`config.mk`:
```
export PLATFORM = sky130hd
export DESIGN_NAME = swn_front
export DESIGN_NICKNAME = d
export VERILOG_FILES = /design/src/rtl/swn_pkg.sv /design/src/rtl/swn_front.sv
export SDC_FILE = /design/constraint.sdc
export NUM_CORES = 1
export LEC_CHECK = 0
export ABC_AREA = 0
export BUFFER_PORTS_ARGS = -buffer_cell sky130_fd_sc_hd__buf_4
export CORE_MARGIN = 3
export CORE_UTILIZATION = 50
export CTS_BUF_LIST = sky130_fd_sc_hd__clkbuf_2 sky130_fd_sc_hd__clkbuf_4 sky130_fd_sc_hd__clkbuf_8
export DETAILED_ROUTE_END_ITERATION = 12
export HOLD_SLACK_MARGIN = 0.15
export PLACE_DENSITY = 0.86
export SLEW_MARGIN = 30
export SYNTH_ARGS = -nofsm -noshare
export SYNTH_HDL_FRONTEND = slang
export SYNTH_SLANG_ARGS = --single-unit
export TNS_END_PERCENT = 5
```
`constraint.sdc`:
```
create_clock -name i_clk -period 10.4 [get_ports i_clk]
set_clock_uncertainty 0.2 [all_clocks]
set_input_delay 1.04 -clock i_clk [delete_from_list [all_inputs] [get_ports i_clk]]
set_output_delay 1.04 -clock i_clk [all_outputs]
set_load 0.01 [all_outputs]
```
`src/rtl/swn_pkg.sv`:
```
`default_nettype none

package swn_pkg;

    // vertex layout
    localparam int LANES              = 4;
    localparam int WEIGHTS_PER_VERTEX = 4;
    localparam int USED_LANES         = (WEIGHTS_PER_VERTEX < LANES) ? WEIGHTS_PER_VERTEX
                                                                    : LANES;

    // widths
    localparam int IN_W   = 18;                    // signed Q2.16 in
    localparam int W_W    = 17;                    // unsigned Q1.16 out / clamped weight
    localparam int SUM_W  = W_W + $clog2(LANES);   // clamped sum
    localparam int REM_W  = SUM_W + 1;             // divider partial remainder
    localparam int QUO_W  = 17;                    // quotient, at most 1.0
    localparam int TOL_W  = 8;

    // pipeline depth: front stage, one stage per quotient bit, output stage
    localparam int DIV_STAGES = QUO_W;
    localparam int NUM_STAGES = DIV_STAGES + 2;

    localparam logic [W_W-1:0]   ONE_Q16   = W_W'(65536);
    localparam logic [TOL_W-1:0] TOL_RESET = TOL_W'(1);

    // per-vertex decision that rides beside the divider lanes
    typedef struct packed {
        logic clamped;   // some weight was negative
        logic norm;      // sum out of tolerance
        logic zero;      // clamped sum is zero
    } t_flags;

endpackage

`default_nettype wire

```
`src/rtl/swn_front.sv`:
```
`default_nettype none

// Clamp negative weights and add up the clamped set; one register stage.
module swn_front (
    input  wire logic                                   i_clk,
    input  wire logic                                   i_en,
    input  wire logic signed [swn_pkg::IN_W-1:0]        i_weight [swn_pkg::LANES],
    output logic             [swn_pkg::W_W-1:0]         o_w      [swn_pkg::LANES],
    output logic             [swn_pkg::SUM_W-1:0]       o_sum,
    output logic                                        o_clamped
);

    logic [swn_pkg::W_W-1:0]   n_w [swn_pkg::LANES];
    logic [swn_pkg::SUM_W-1:0] n_sum;
    logic                      n_clamped;
    logic [swn_pkg::W_W-1:0]   r_w [swn_pkg::LANES];
    logic [swn_pkg::SUM_W-1:0] r_sum;
    logic                      r_clamped;

    always_comb begin
        n_sum     = '0;
        n_clamped = 1'b0;
        for (int i = 0; i < swn_pkg::LANES; i++) begin
            if (i < swn_pkg::USED_LANES && !i_weight[i][swn_pkg::IN_W-1]) begin
                n_w[i] = i_weight[i][swn_pkg::W_W-1:0];
            end else begin
                n_w[i] = '0;
            end
            if (i < swn_pkg::USED_LANES && i_weight[i][swn_pkg::IN_W-1]) begin
                n_clamped = 1'b1;
            end
            n_sum = n_sum + swn_pkg::SUM_W'(n_w[i]);
        end
    end

    always_ff @(posedge i_clk) begin
        if (i_en) begin
            r_w       <= n_w;
            r_sum     <= n_sum;
            r_clamped <= n_clamped;
        end
    end

    assign o_w       = r_w;
    assign o_sum     = r_sum;
    assign o_clamped = r_clamped;

endmodule

`default_nettype wire

```
==> reports/results.ini <==
[status]
status = finished, final reports clean

[floorplanning]
dieArea_um2 = 11100
fp-row-count = 35
io_pins = 162
coreArea_um2 = 9420
initial_core_util = 0.526
fp.dieH_um = 106
die_x_um = 106

[setup_path]
cp_cell_sequence = buf_4 > nor2b_1 > fa_1 > inv_1 > fa_1 > inv_1 > ha_1 > inv_1 > fa_1 > nand2b_1 > a21oi_2 > o22ai_2 > o31ai_2 > xor2_1
worst-setup-path-type = in2reg
cp_top_family = adder cells
critPathArrivalTime_ps = 4000
end_kind = flop
worstPathRequired_ps = 10300
crit_slowest_cell = fa_1
start_kind = input port
crit_buf_inv = 4
critPathMaxFanout = 18
cpPeakStageDelay_ps = 540

[synthesis]
mappedNetlistNets = 520
synthAdderAreaFrac = 0.183
ys_types = 38
syn_area_per_cell_um2 = 12.6
synthMuxAreaShare = 0
yosysTopAreaCell = edfxtp_1
synth_top_family_by_area = adder cells
async_flop_share = 0
syn_area_um2 = 4950
synthCells = 394
synth-compound-area-share = 0.0664
ys_ff_latch = 88
yosys.area.top_type_share = 0.533
synth_edf_count = 88
synth-simple-area-share = 0.117
synth_ff_type = edfxtp_1
synth_seq_area_share = 0.533
synth_xor_area_frac = 0.0247
yosysWarnings = 0
synthTopCellsByArea = edfxtp_1 (53%), fa_1 (14%), inv_1 (6.7%)

[global_routing]
grt_pass1_wl_um = 18400
grt_max_degree = 89
antenna_found_initial = 1
grt_util_all_layers = 0.212
grt_remaining_overflow = 0
grt_pass1_vias = 3663

[timing]
finalCriticalPeriod_ps = 4100
fin_crit_sh = 0.394
finalSetupTns_ps = 0
slew-limit-headroom = 0.445
fmax_mhz = 244
hold_slack_ps = 807
hold_viol = 0
setup_viol = 0
grt_setup_unrepaired = false
tightest_slew_ps = 833
slew_viol_final = 0

[placed_design]
io_buffers = 161
gp_congestion = 0.915
dp.cells = 675
dpl.hpwl_um = 8930

[clock_tree]
cts_htree_levels = 3
clk_pin_slew_ps = 100
cts-root-buf = clkbuf_8
cts_hold_buf = 0
cts_inserted_buffers = 9
ctsResizeCount = 0
clock_path_buffers = 2
post_cts_buffers = 0
cts_tree = done
cts_sinks = 88

[routing]
drt_iter0_markers = 169
wl_um = 11600
num_vias = 3475
detail-route-antenna-nets = 0
firstDrtPassIters = 5
drc = 0
routedWlPerCell_um = 16.8
viasPerCell = 5.03

[final_layout]
num_antenna_cells = 0
drive_gt1_frac = 0.329
final_cells = 691
syn2layout_area_growth_pct = 30.4
final_cell_mix = buf_4 (160), inv_1 (88), edfxtp_1 (88), nor2b_1 (50), fa_1 (34)
nets = 683
layout_commonest_cell = buf_4
n_fill_cell = 688

[power]
ir_drop_mv = 0.0863
power.leakage_uw = 0.00304
powerDensity_nw_per_um2 = 158

[job]
drv_cap = 0

[min_path]
hp-class = in2reg

-- cell families after synthesis --
logic type / Yosys count
buf+inv: 97
simple gates: 97
flops: 88
fa+ha+maj: 52
compound gates: 46
xor+xnor: 14
-- tightest hold or removal path, cell delays in order --
cell,delay (ps)
buf_4,80
nand2b_1,80
inv_1,60
-- stage by stage --
step | worst slack [ps] | power, µW | area, µm² | util
floorplan | 6170 | 669 | 4950 | -
global placement | 6070 | 804 | 6280 | 0.667
detailed placement | 5930 | 813 | 6280 | 0.667
CTS | 6310 | 1030 | 6460 | 0.686
global route | 6150 | 1080 | 6460 | 0.686
finish | 6300 | 1020 | 6460 | 0.686
-- flip-flops by register name (all words and copies together) (netlist names) --
name,cells
o_clamped,1
o_w,68
o_sum,19
-- worst paths after layout --
path / start / to / slack, ps / depth (start not counted)
max: i_weight[35] / o_sum[17]$_DFFE_PP_ / 6300 / 14
min: i_weight[66] / o_w[63]$_DFFE_PP_ / 810 / 3
-- layout make-up --
| class | instances | area [µm²] | area share |
|---|---|---|---|
| Clock inverter | 7 | 52.6 | 0.00813 |
| Clock buffer | 9 | 124 | 0.0192 |
| Multi-Input combinational cell | 209 | 1940 | 0.300 |
| Tap cell | 129 | 161 | 0.0250 |
| Timing Repair Buffer | 161 | 1210 | 0.188 |
| Inverter | 88 | 330 | 0.0511 |
| Sequential cell | 88 | 2640 | 0.409 |
-- cells in the mapped netlist (all sizes together), types with 4 or more instances --
library cell,count
xnor2,9
clkbuf,5
ha,18
nand2,7
buf,4
nor2b,50
a21o,9
o21ai,9
inv,88
edfxtp,88
nor2,6
fa,34
nand2b,22
xor2,5
a21oi,12
-- per-layer routing --
metal / vias to the layer above / track usage / part of all wire
met5: - / 0 / 0
met4: 0 / 0.0490 / 0.013
met3: 17 / 0.0667 / 0.081
met2: 158 / 0.380 / 0.52
met1: 1687 / 0.249 / 0.38
li1: 1613 / - / -
-- where the power goes --
part           internal, µW  total, µW  switching, µW
clock                  89.1        220            131
sequential              450        464           14.1
combinational           157        339            182
(Power assumes the default switching activity.)
