`src/rtl/swn_pkg.sv`:
```
`default_nettype none

package swn_pkg;

    // vertex layout
    localparam int LANES              = 4;
    localparam int WEIGHTS_PER_VERTEX = 4;
    localparam int USED_LANES         = (WEIGHTS_PER_VERTEX < LANES) ? WEIGHTS_PER_VERTEX
                                                                    : LANES;

    // widths
    localparam int IN_W   = 18;                    // signed Q2.16 in
    localparam int W_W    = 17;                    // unsigned Q1.16 out / clamped weight
    localparam int SUM_W  = W_W + $clog2(LANES);   // clamped sum
    localparam int REM_W  = SUM_W + 1;             // divider partial remainder
    localparam int QUO_W  = 17;                    // quotient, at most 1.0
    localparam int TOL_W  = 8;

    // pipeline depth: front stage, one stage per quotient bit, output stage
    localparam int DIV_STAGES = QUO_W;
    localparam int NUM_STAGES = DIV_STAGES + 2;

    localparam logic [W_W-1:0]   ONE_Q16   = W_W'(65536);
    localparam logic [TOL_W-1:0] TOL_RESET = TOL_W'(1);

    // per-vertex decision that rides beside the divider lanes
    typedef struct packed {
        logic clamped;   // some weight was negative
        logic norm;      // sum out of tolerance
        logic zero;      // clamped sum is zero
    } t_flags;

endpackage

`default_nettype wire

```
`src/rtl/swn_div_lane.sv`:
```
`default_nettype none

// One weight lane: restoring divider, one quotient bit per stage.
// Computes floor(w * 2^16 / d) for w <= d; the unscaled weight rides along.
module swn_div_lane (
    input  wire logic                                i_clk,
    input  wire logic [swn_pkg::DIV_STAGES-1:0]      i_en,
    input  wire logic [swn_pkg::W_W-1:0]             i_w,
    input  wire logic [swn_pkg::SUM_W-1:0]           i_div,
    output logic      [swn_pkg::QUO_W-1:0]           o_quo,
    output logic      [swn_pkg::W_W-1:0]             o_w
);

    // last stage keeps no remainder or divisor
    logic [swn_pkg::REM_W-1:0] r_rem [swn_pkg::DIV_STAGES-1];
    logic [swn_pkg::SUM_W-1:0] r_div [swn_pkg::DIV_STAGES-1];
    logic [swn_pkg::QUO_W-1:0] r_quo [swn_pkg::DIV_STAGES];
    logic [swn_pkg::W_W-1:0]   r_w   [swn_pkg::DIV_STAGES];

    for (genvar s = 0; s < swn_pkg::DIV_STAGES; s++) begin : g_st
        logic [swn_pkg::REM_W-1:0] trial;
        logic [swn_pkg::SUM_W-1:0] d_in;
        logic [swn_pkg::QUO_W-1:0] q_in;
        logic [swn_pkg::QUO_W-1:0] q_nxt;
        logic [swn_pkg::W_W-1:0]   w_in;
        logic                      ge;

        if (s == 0) begin : g_first
            // top quotient bit: w itself against d (set only when w == d)
            assign trial = swn_pkg::REM_W'(i_w);
            assign d_in  = i_div;
            assign q_in  = '0;
            assign w_in  = i_w;
        end else begin : g_next
            assign trial = {r_rem[s-1][swn_pkg::REM_W-2:0], 1'b0};
            assign d_in  = r_div[s-1];
            assign q_in  = r_quo[s-1];
            assign w_in  = r_w[s-1];
        end

        assign ge    = (trial >= swn_pkg::REM_W'(d_in));
        assign q_nxt = q_in | (swn_pkg::QUO_W'(ge) << (swn_pkg::QUO_W-1-s));

        always_ff @(posedge i_clk) begin
            if (i_en[s]) begin
                r_quo[s] <= q_nxt;
                r_w[s]   <= w_in;
            end
        end

        if (s < swn_pkg::DIV_STAGES - 1) begin : g_keep
            logic [swn_pkg::REM_W-1:0] diff;

            assign diff = trial - swn_pkg::REM_W'(d_in);

            always_ff @(posedge i_clk) begin
                if (i_en[s]) begin
                    r_rem[s] <= ge ? diff : trial;
                    r_div[s] <= d_in;
                end
            end
        end
    end

    assign o_quo = r_quo[swn_pkg::DIV_STAGES-1];
    assign o_w   = r_w[swn_pkg::DIV_STAGES-1];

endmodule

`default_nettype wire

```
`config.mk`:
```
export PLATFORM = sky130hd
export DESIGN_NAME = swn_div_lane
export DESIGN_NICKNAME = d
export VERILOG_FILES = /design/src/rtl/swn_pkg.sv /design/src/rtl/swn_div_lane.sv
export SDC_FILE = /design/constraint.sdc
export NUM_CORES = 1
export LEC_CHECK = 0
export BUFFER_PORTS_ARGS = -buffer_cell sky130_fd_sc_hd__buf_2
export CAP_MARGIN = 20
export CORE_MARGIN = 4
export CORE_UTILIZATION = 50
export DETAILED_ROUTE_END_ITERATION = 10
export MAX_ROUTING_LAYER = met4
export PLACE_DENSITY = 0.66
export SKIP_CTS_REPAIR_TIMING = 1
export SYNTH_ARGS = -nofsm -noshare
export SYNTH_HDL_FRONTEND = slang
export SYNTH_SLANG_ARGS = --single-unit
```
`constraint.sdc`:
```
create_clock -name i_clk -period 4.2 [get_ports i_clk]
set_input_delay 0.84 -clock i_clk [delete_from_list [all_inputs] [get_ports i_clk]]
set_output_delay 0.84 -clock i_clk [all_outputs]
set_load 0.02 [all_outputs]
```
==> results.toml <==
[routing]
initialDrtViolationCount = 1648
route.detailed.wl_per_inst_um = 17.1
detailroute.via_count = 29300
drt_drc_violations_left = 0
drtAntennaViolNets = 0
route.final.wire_length_um = 93200
first_pass_iters = 6
vias_per_cell = 5.36

[status]
outcome = "completed"

[final_layout]
finalNetCount = 4406
final_cell_count_no_fill = 5460
layout-area-overhead-vs-synth_pct = 11.4
fin_util_pct = 56.2
fillers = 8118
proportion_of_layout_cells_with_a_drive_suffix_above_1_pct = 12.4

[power_and_ir_drop]
finalPower_mw = 39.4
static-leakage-power_nw = 22.2
power.density_mw_per_mm2 = 699
peakVddDrop_v = 0.000419

[cts]
clock-sinks = 1050
cts_tree = "done"
cts_root_buf = "clkbuf_16"
worstSkewPairLatency_ns = 0.70
cts.clk_slew.worst_paths_ns = 0.06
cts_buffer_depth = 3
cts_buffers = 108
cts-htree-levels = 3

[sta]
timing.final.setup_violations = 0
worst_pin_slew_ns = 1.04
fin_crit_sh_pct = 84.8
rsz0062_at_grt = "false"
finClkSkew_ns = 0.0571
finalCriticalPeriod_ns = 3.56
timing.setup.tns_ns = 0
maxSlewHeadroom_pct = 30.4
final_hold_violating_endpoints = 0
max_freq_ghz = 0.281
final_max_slew_viol_count = 0

[placed_design]
post-place-cells = 5263
dp_hpwl_um = 69500
routability_congestion = 0.891
port-buffer-count = 87

[die]
io_pins = 88
initial_utilization_pct = 50.5
floorplan.rows = 116
die_h_um = 326
chip_width_um = 326
die-area_mm2 = 0.106
floorplan.core_area_mm2 = 0.100

[synthesis]
yosysSeqAreaShare_pct = 62.3
synth.most_common_cell = "edfxtp_1"
syn-cell-area_mm2 = 0.0506
synth_cells = 3834
post_synth.cell_area_avg_um2 = 13.2
synth_area_leader_cell = "edfxtp_1"
ys_ff_latch = 1050
synth.area.top_cells = "edfxtp_1 62%, ha_1 7.9%, mux2_2 3.9%"
number_of_synthesized_flops_with_an_enable_pin = 1050
synth_common_cells = "1050 x edfxtp_1, 404 x inv_1, 320 x ha_1, 255 x a21oi_1, 214 x nand2_1"
ys.flop_type = "edfxtp_1"
ys.warnings.count = 0
net_count_after_synthesis = 4224
async_reset_ff_share_pct = 0
synth.top_cell.area_share_pct = 62.3
post_synth_num_cell_types = 89

[worst_setup_path]
timing.rr.start = "r_rem[1][120]"
regToRegEndpoint = "r_rem[1][153]"
crit_chain = "fa_1, a21oi_1, o211a_1, nor2_1, o41ai_2, o211ai_1, a41o_1, mux2_2"
critPathArrivalTime_ns = 3.99
cp_data_required_time_ns = 4.63
worst-path-max-fanout = 30
crit_path_end_kind = "register"
slowest_stage = "a41o_1"
delay_of_the_slowest_critical_path_stage_ns = 0.63
depth_of_the_worst_register_to_register_path = 8
crit_path_start = "r_rem[1][120]"
crit_end = "r_rem[1][153]"
timing.critical_path.from_type = "register"
ff_to_ff_setup_slack_ns = 0.64
worst_setup_path_type = "register to register"

[global_route]
grt_pass1_wl_um = 152000
antenna_found_initial = 1
grt_start_max_net_pins = 71
first_global_vias = 29500
global_route.usage.total_pct = 18.1
grt.overflow.total = 0

[min_path]
worst_hold_path_type = "input pin to register"

[job]
max_cap_violations = 0
layout make-up:
type / instances / area (um^2) / area share, %
flip-flops and latches: 1050 / 31500 / 55.9
multi-input cells: 2316 / 17300 / 30.7
repair buffers: 135 / 833 / 1.48
clock inverters: 57 / 636 / 1.13
inverters: 405 / 1520 / 2.70
well taps: 1357 / 1700 / 3.01
clock buffers: 139 / 2840 / 5.04
diodes: 1 / 2.50 / 0.00444
report_power, final:
| part | internal, mW | total, mW | switching, mW |
|---|---|---|---|
| Combinational | 6.70 | 14.7 | 7.95 |
| Sequential | 14.5 | 15.5 | 1.02 |
| Clock | 5.35 | 9.27 | 3.93 |
placed cells by master, fill, tap and decap left out, types with 39 or more instances in the layout:
master / synthesis / routed
nor3_1: 43 / 43
buf_4: 2 / 45
edfxtp_1: 1050 / 1050
clkbuf_16: 0 / 109
xor2_1: 91 / 91
xnor2_1: 151 / 151
mux2_2: 174 / 174
nor2_1: 188 / 188
inv_1: 404 / 404
nand2_1: 214 / 214
a21o_1: 106 / 106
o21ai_0: 199 / 198
a21oi_1: 255 / 253
ha_1: 320 / 320
nor2b_1: 39 / 39
nand3_1: 51 / 51
buf_2: 18 / 87
nand4_1: 42 / 42
sequential cells by signal (all words and copies together), names as in the netlist:
| register | cells |
|---|---|
| r_w | 289 |
| r_div | 304 |
| r_rem | 304 |
| r_quo | 153 |
worst min-delay path by stage:
stage                     slack [ns]            end          from  cells past startpoint
after global placement          0.40    r_w[12][13]   r_w[11][13]                      0
after floorplan                 0.40  r_quo[0][100]  r_quo[0][83]                      0
after global routing            0.30    r_div[0][2]      i_div[2]                      1
after detailed placement        0.40  r_quo[0][114]  r_quo[0][97]                      0
after CTS                       0.29    r_div[0][6]      i_div[6]                      1
final                           0.35    r_div[0][6]      i_div[6]                      1
through the flow:
stage	setup WS (ns)	instance area, um^2	hold WS [ns]
finish	0.638	56400	0.346
global route	0.333	56400	0.298
CTS	0.618	56400	0.294
detailed placement	0.514	52900	0.405
global placement	0.547	52900	0.401
floorplan	0.793	50600	0.400
metal layers:
metal / routed length [um] / GRT usage, % / up-vias
met4: 2870 / 5.68 / 0
li1: - / - / 14600
met3: 3010 / 2.57 / 184
met5: 0 / - / -
met1: 38700 / 21.0 / 14100
met2: 48700 / 32.5 / 460
kinds of logic after synthesis:
kind of cell	share of synthesized area (%)
AND/OR/NAND/NOR	6.71
adder cells (fa/ha/maj)	8.54
AO/OA/AOI/OAI	10.6
buffers and inverters	3.58
flip-flops	62.3
multiplexers	4.15
XOR/XNOR	4.19
worst max-delay path: cells and delay by family, from the launching register on:
kind	cells	cell delay [ns]
muxes	1	0.44
AOI/OAI and AO/OA	5	1.84
DFF	1	0.43
and+or+nand+nor	1	0.08
adders and majority gates	1	0.50
No activity file was read; power rests on OpenSTA's default activity.
