===== config.mk =====
export PLATFORM = sky130hd
export DESIGN_NAME = swn_merge
export DESIGN_NICKNAME = d
export VERILOG_FILES = /design/src/rtl/swn_pkg.sv /design/src/rtl/swn_merge.sv
export SDC_FILE = /design/constraint.sdc
export NUM_CORES = 1
export LEC_CHECK = 0
export BUFFER_PORTS_ARGS = -buffer_cell sky130_fd_sc_hd__buf_2
export CAP_MARGIN = 20
export CORE_MARGIN = 3
export CORE_UTILIZATION = 46
export DETAILED_ROUTE_END_ITERATION = 7
export GPL_TIMING_DRIVEN = 0
export MAX_ROUTING_LAYER = met4
export PLACE_DENSITY = 0.86
export SYNTH_ARGS = -nofsm -noshare
export SYNTH_HDL_FRONTEND = slang
export SYNTH_SLANG_ARGS = --single-unit
export TNS_END_PERCENT = 50

===== constraint.sdc =====
create_clock -name i_clk -period 2.2 [get_ports i_clk]
set_input_delay 0.11 -clock i_clk [delete_from_list [all_inputs] [get_ports i_clk]]
set_output_delay 0.11 -clock i_clk [all_outputs]
set_load 0.02 [all_outputs]

===== src/rtl/swn_pkg.sv =====
`default_nettype none

package swn_pkg;

    // vertex layout
    localparam int LANES              = 4;
    localparam int WEIGHTS_PER_VERTEX = 4;
    localparam int USED_LANES         = (WEIGHTS_PER_VERTEX < LANES) ? WEIGHTS_PER_VERTEX
                                                                    : LANES;

    // widths
    localparam int IN_W   = 18;                    // signed Q2.16 in
    localparam int W_W    = 17;                    // unsigned Q1.16 out / clamped weight
    localparam int SUM_W  = W_W + $clog2(LANES);   // clamped sum
    localparam int REM_W  = SUM_W + 1;             // divider partial remainder
    localparam int QUO_W  = 17;                    // quotient, at most 1.0
    localparam int TOL_W  = 8;

    // pipeline depth: front stage, one stage per quotient bit, output stage
    localparam int DIV_STAGES = QUO_W;
    localparam int NUM_STAGES = DIV_STAGES + 2;

    localparam logic [W_W-1:0]   ONE_Q16   = W_W'(65536);
    localparam logic [TOL_W-1:0] TOL_RESET = TOL_W'(1);

    // per-vertex decision that rides beside the divider lanes
    typedef struct packed {
        logic clamped;   // some weight was negative
        logic norm;      // sum out of tolerance
        logic zero;      // clamped sum is zero
    } t_flags;

endpackage

`default_nettype wire


===== src/rtl/swn_merge.sv =====
`default_nettype none

// Output stage: picks quotient, unscaled weight or the zero-sum fallback.
module swn_merge (
    input  wire logic                             i_clk,
    input  wire logic                             i_en,
    input  wire swn_pkg::t_flags                  i_flags,
    input  wire logic [swn_pkg::QUO_W-1:0]        i_quo    [swn_pkg::LANES],
    input  wire logic [swn_pkg::W_W-1:0]          i_w      [swn_pkg::LANES],
    output logic      [swn_pkg::W_W-1:0]          o_weight [swn_pkg::LANES],
    output logic                                  o_adjusted
);

    logic [swn_pkg::W_W-1:0] n_weight [swn_pkg::LANES];
    logic [swn_pkg::W_W-1:0] r_weight [swn_pkg::LANES];
    logic                    r_adjusted;

    always_comb begin
        for (int i = 0; i < swn_pkg::LANES; i++) begin
            if (i_flags.zero) begin
                n_weight[i] = (i == 0) ? swn_pkg::ONE_Q16 : i_w[i];
            end else if (i_flags.norm) begin
                n_weight[i] = swn_pkg::W_W'(i_quo[i]);
            end else begin
                n_weight[i] = i_w[i];
            end
        end
    end

    always_ff @(posedge i_clk) begin
        if (i_en) begin
            r_weight   <= n_weight;
            r_adjusted <= i_flags.clamped | i_flags.norm;
        end
    end

    assign o_weight   = r_weight;
    assign o_adjusted = r_adjusted;

endmodule

`default_nettype wire


==> metrics.txt, run 1 <==
outcome completed; Max rail drop VDD 448.7 µV; placed instance area 4417 µm²; synthesized cell area 3239 µm²; number of antenna-violating nets in the routed design 0; Clock Path Buffers 2; list of cells traversed by the critical path buf_2, buf_12; worst endpoint required time 2.21 ns; met2 track demand over resource in global routing 0.3308; Ports 210; Tightest Hold Check Type input pin to flop; setup total negative slack 0 ns; commonest cells after routing, fill and taps aside buf_2, edfxtp_1, mux2_4; Final Wtd Congestion 0.7784; buffer count from post-CTS setup fixing 0; met1 track demand over resource 0.1904; Die Span X 89.92 µm; crit share post-route 0.4623; H-tree levels 3; library cell used as clock root buffer clkbuf_8; Placed Cells incl. Taps 468; placeable core region 6568 µm²; maximum clock rate 983.2 MHz; beginning of the worst hold path i_flags[2]; hold depth 2; Worst setup startpoint i_en; clock-pin slew on the worst setup and hold paths 0.07 ns; RSZ-0062 raised after global routing false; count of antenna diodes in the layout 0; cell area after layout 4622 µm²; final std cells w/o fill 484; Initial Util 0.4932; number of antenna violations at the first check in global routing 0; share of layout cells above drive strength 1 0.7212; net count reported at finish 527; slowest stage cell, crit path buf_2; Post-Place Setup Slack 0.8369 ns; number of setup violations in the final report 0; post-detailed-route wirelength per cell 15.15 µm; standard-cell row count 29; CTS tree yes; first-pass iteration count of the detailed router 4; dominant delay contributor by cell family on the critical path buffers and inverters; type of destination of the critical path flop; gr ovfl total 0; nets in the synthesized netlist 307; data arrival time of the critical path 1.02 ns; final design utilization 0.7038; number of cells on the critical path 2; most common library cell in the layout ignoring fill and taps buf_2; number of vias in the routed layout 2,222; buffers plus inverters on the worst setup path 2; leakage power 2.195 nW; Synth Instances 166; vias per cell 4.591; met3 GRT Util 0.04508; most congested layer reported by global routing met2; Avg Synthesized Cell Area 19.51 µm²; DRC Markers 0; pin count of the biggest net entering global routing 37; area delta synth->final 42.68%; Ys Warns 0; CTS-repair resized insts 0; Crit Path Max Fanout 36; share of the yosys chip area belonging to registers 0.6396; Final Routed Wirelength 7335 µm; number of sinks on the clock net 69; Max Cap Violations 0; smallest hold slack 0.06273 ns; slack of the critical path 1.183 ns; global-route wire length before repair 11,450 µm; FF+latch count, synth 69; CP Launch Type input pin; Pwr Density 718.7 nW/µm²; Slew Limit Headroom 0.4826; Total GRT Usage 0.1842; final hold violation count 0; final period demand of the worst path 1.017 ns; First DRT Iteration DRCs 69; highest cell delay on the worst timing path 0.59 ns; via count of the first global-routing pass 2,423; total power of the final layout 3.322 mW; count of pins over their slew limit 0; number of clock buffers inserted by TritonCTS 9; overall die area 8085 µm²; I/O Buffers 208; half-perimeter wire length of the detailed placement result 5909 µm; type of the worst setup path input pin to flop; number of distinct library cells after synthesis 13; slew at the pin closest to its max-slew limit 0.7762 ns; post-cts hold buffer count 0; height of the die 89.92 µm
[kinds of logic (layout without fill, tap and decap cells)]
| group | after synthesis | in the layout | share of synthesized area |
|---|---|---|---|
| AO/OA/AOI/OAI | 1 | 1 | 0.002704 |
| flip-flops | 69 | 69 | 0.6396 |
| multiplexers | 67 | 67 | 0.2847 |
| buffers and inverters | 10 | 235 | 0.04635 |
| AND/OR/NAND/NOR | 19 | 19 | 0.02665 |
[registers in the layout (all words and copies together), names as in the netlist]
name        cells
o_adjusted      1
o_weight       68
[final timing paths]
kind | endpoint | slack [ns]
max | o_weight[49] | 1.18
min | o_adjusted | 0.06
[cells in the mapped netlist]
library cell   n  area, µm²
a211o_1        1      8.760
buf_6          1      11.26
clkbuf_1       1      3.750
mux2_4        50      750.7
nor2b_1        1      6.260
or2_1          1      6.260
nor2_1        16      60.06
mux2_1         1      11.26
edfxtp_1      69       2072
nor2b_4        1      13.76
mux2i_1       16      160.2
buf_12         6      120.1
buf_4          2      15.01
[power breakdown]
group | total, mW | internal [mW] | switching, mW
clock | 1.06 | 0.628 | 0.431
combinational | 0.651 | 0.318 | 0.333
sequential | 1.61 | 1.58 | 0.0267
[cell type report]
type | instances | area [µm²]
Buffer | 10 | 150.1
Clock buffer | 10 | 127.6
Clock inverter | 6 | 77.57
Fill cell | 464 | 1946
Multi-Input combinational cell | 87 | 1017
Sequential cell | 69 | 2072
Tap cell | 93 | 116.4
Timing Repair Buffer | 209 | 1061
[metal layers]
metal / vias to the layer above / part of all wire / wire [µm]
li1: 1075 / - / -
met1: 994 / 0.36 / 2672
met2: 137 / 0.53 / 3903
met3: 16 / 0.079 / 579
met4: 0 / 0.025 / 180
met5: - / 0 / 0
(Power assumes the default switching activity.)
==> inputs of run 2 (changes only) <==
CORE_UTILIZATION = 38   (was 46)
PLACE_DENSITY = 0.76   (was 0.86)
clock period = 0.8 ns   (was 2.2 ns; I/O delays follow)
==> run 2 against run 1 <==
Net effect: the flow now finishes with violations (negative hold slack, negative setup slack); non-clock buffer count is 3 higher; final cell count is 2.9% higher; total power grew to 2.6 times the previous value; final area is 5.2% higher; critical endpoint is now o_weight[31]; sequential power grew to 2.8 times the previous value; flip-flop and latch count stayed put.
==> metrics.txt, run 2 (same netlist as run 1, synthesis figures left out) <==
outcome complete, but fails checks; violations in the final reports negative hold slack, negative setup slack; crit share post-route 1.178; count of antenna diodes in the layout 0; commonest cells after routing, fill and taps aside buf_2, edfxtp_1, mux2_4; DRC Markers 0; H-tree levels 3; number of antenna-violating nets in the routed design 0; worst endpoint required time 0.76 ns; slack of the critical path -0.1427 ns; Layout fillers 647; post-cts hold buffer count 3; via count of the first global-routing pass 2,404; number of cells on the critical path 1; final hold violation count 1; leakage power 2.271 nW; smallest hold slack -0.001510 ns; highest cell delay on the worst timing path 0.40 ns; Max rail drop VDD 1141 µV; final design utilization 0.5889; RSZ-0062 raised after global routing true; CTS tree yes; dominant delay contributor by cell family on the critical path flip-flops; Final Routed Wirelength 7368 µm; setup total negative slack -6.431 ns; CP Launch Type flop; First DRT Iteration DRCs 34; area delta synth->final 50.14%; type of the worst setup path flop to output pin; Tightest Hold Check Type input pin to flop; data arrival time of the critical path 0.90 ns; final period demand of the worst path 0.9427 ns; Crit Path Max Fanout 1; overall die area 9669 µm²; list of cells traversed by the critical path buf_2; number of vias in the routed layout 2,264; portion of total power attributed to the clock network 0.256; clock-pin slew on the worst setup and hold paths 0.07 ns; switching power share of the total 0.2518; library cell used as clock root buffer clkbuf_8; hold depth 2; Slew Limit Headroom 0.7283; Total GRT Usage 0.1530; net count reported at finish 530; Pwr Density 1788 nW/µm²; height of the die 98.33 µm; number of clock buffers inserted by TritonCTS 9; slew at the pin closest to its max-slew limit 0.4075 ns; post-detailed-route wirelength per cell 14.80 µm; Ports 210; count of pins over their slew limit 0; number of sinks on the clock net 69; vias per cell 4.546; Max Cap Violations 0; fraction of power consumed by combinational cells 0.229; total power of the final layout 8.695 mW; first-pass iteration count of the detailed router 4; buffers plus inverters on the worst setup path 1; placed instance area 4436 µm²; number of antenna violations at the first check in global routing 0; slowest stage cell, crit path edfxtp_1; Final Wtd Congestion 0.7174; internal cell power 6.506 mW; Seq pwr share 0.515; number of setup violations in the final report 71; gr ovfl total 0; Initial Util 0.3923; max reg flops 68; placeable core region 8258 µm²; P_sw 2.190 mW; standard-cell row count 33; Die Span X 98.33 µm; Clock Path Buffers 2; cell area after layout 4863 µm²; pin count of the biggest net entering global routing 40; I/O Buffers 208; global-route wire length before repair 11,280 µm; most common library cell in the layout ignoring fill and taps buf_2; share of layout cells above drive strength 1 0.7074; maximum clock rate 1061 MHz; type of destination of the critical path output pin
-- run 2: what timing repair did --
action,in CTS,in global routing
resized for setup,34,45
hold endpoints to repair,39,40
endpoints found under the setup margin,117,106
setup buffers,0,0
-- run 2: power groups by stage --
stage	registers (mW)	clock network, mW	logic (mW)
floorplan	4.95	0	0.572
global route	4.51	2.51	2.11
finish	4.48	2.23	1.99
CTS	4.46	2.32	1.90
detailed placement	4.52	0	1.79
global placement	4.50	0	1.75
-- run 2: final timing paths --
path / start / endpoint
hold / removal: i_quo[67] / o_weight[67]
setup / recovery: o_weight[31] / o_weight[31]
-- run 2: routing by layer --
metal	vias up	global-route usage	routed length (µm)
met4	0	0.04937	78
met3	6	0.05643	615
met1	1060	0.1564	2627
met2	117	0.2709	4047
li1	1081	-	-
met5	-	-	0
-- run 2: final cells by class --
| cell class | instances | area (µm²) | share of cell area |
|---|---|---|---|
| sequential | 69 | 2072 | 0.4260 |
| buffer | 10 | 162.7 | 0.03344 |
| multi-input combinational | 87 | 1017 | 0.2092 |
| clock buffer | 10 | 127.6 | 0.02624 |
| tap | 105 | 131.4 | 0.02701 |
| clock inverter | 5 | 18.77 | 0.003859 |
| timing repair buffer | 212 | 1334 | 0.2742 |
-- run 2: through the flow --
step	setup slack (ns)	instances
floorplan	-0.2923	166
global placement	-0.7482	479
detailed placement	-0.4673	480
CTS	-0.1525	498
global route	-0.1802	498
finish	-0.1427	498
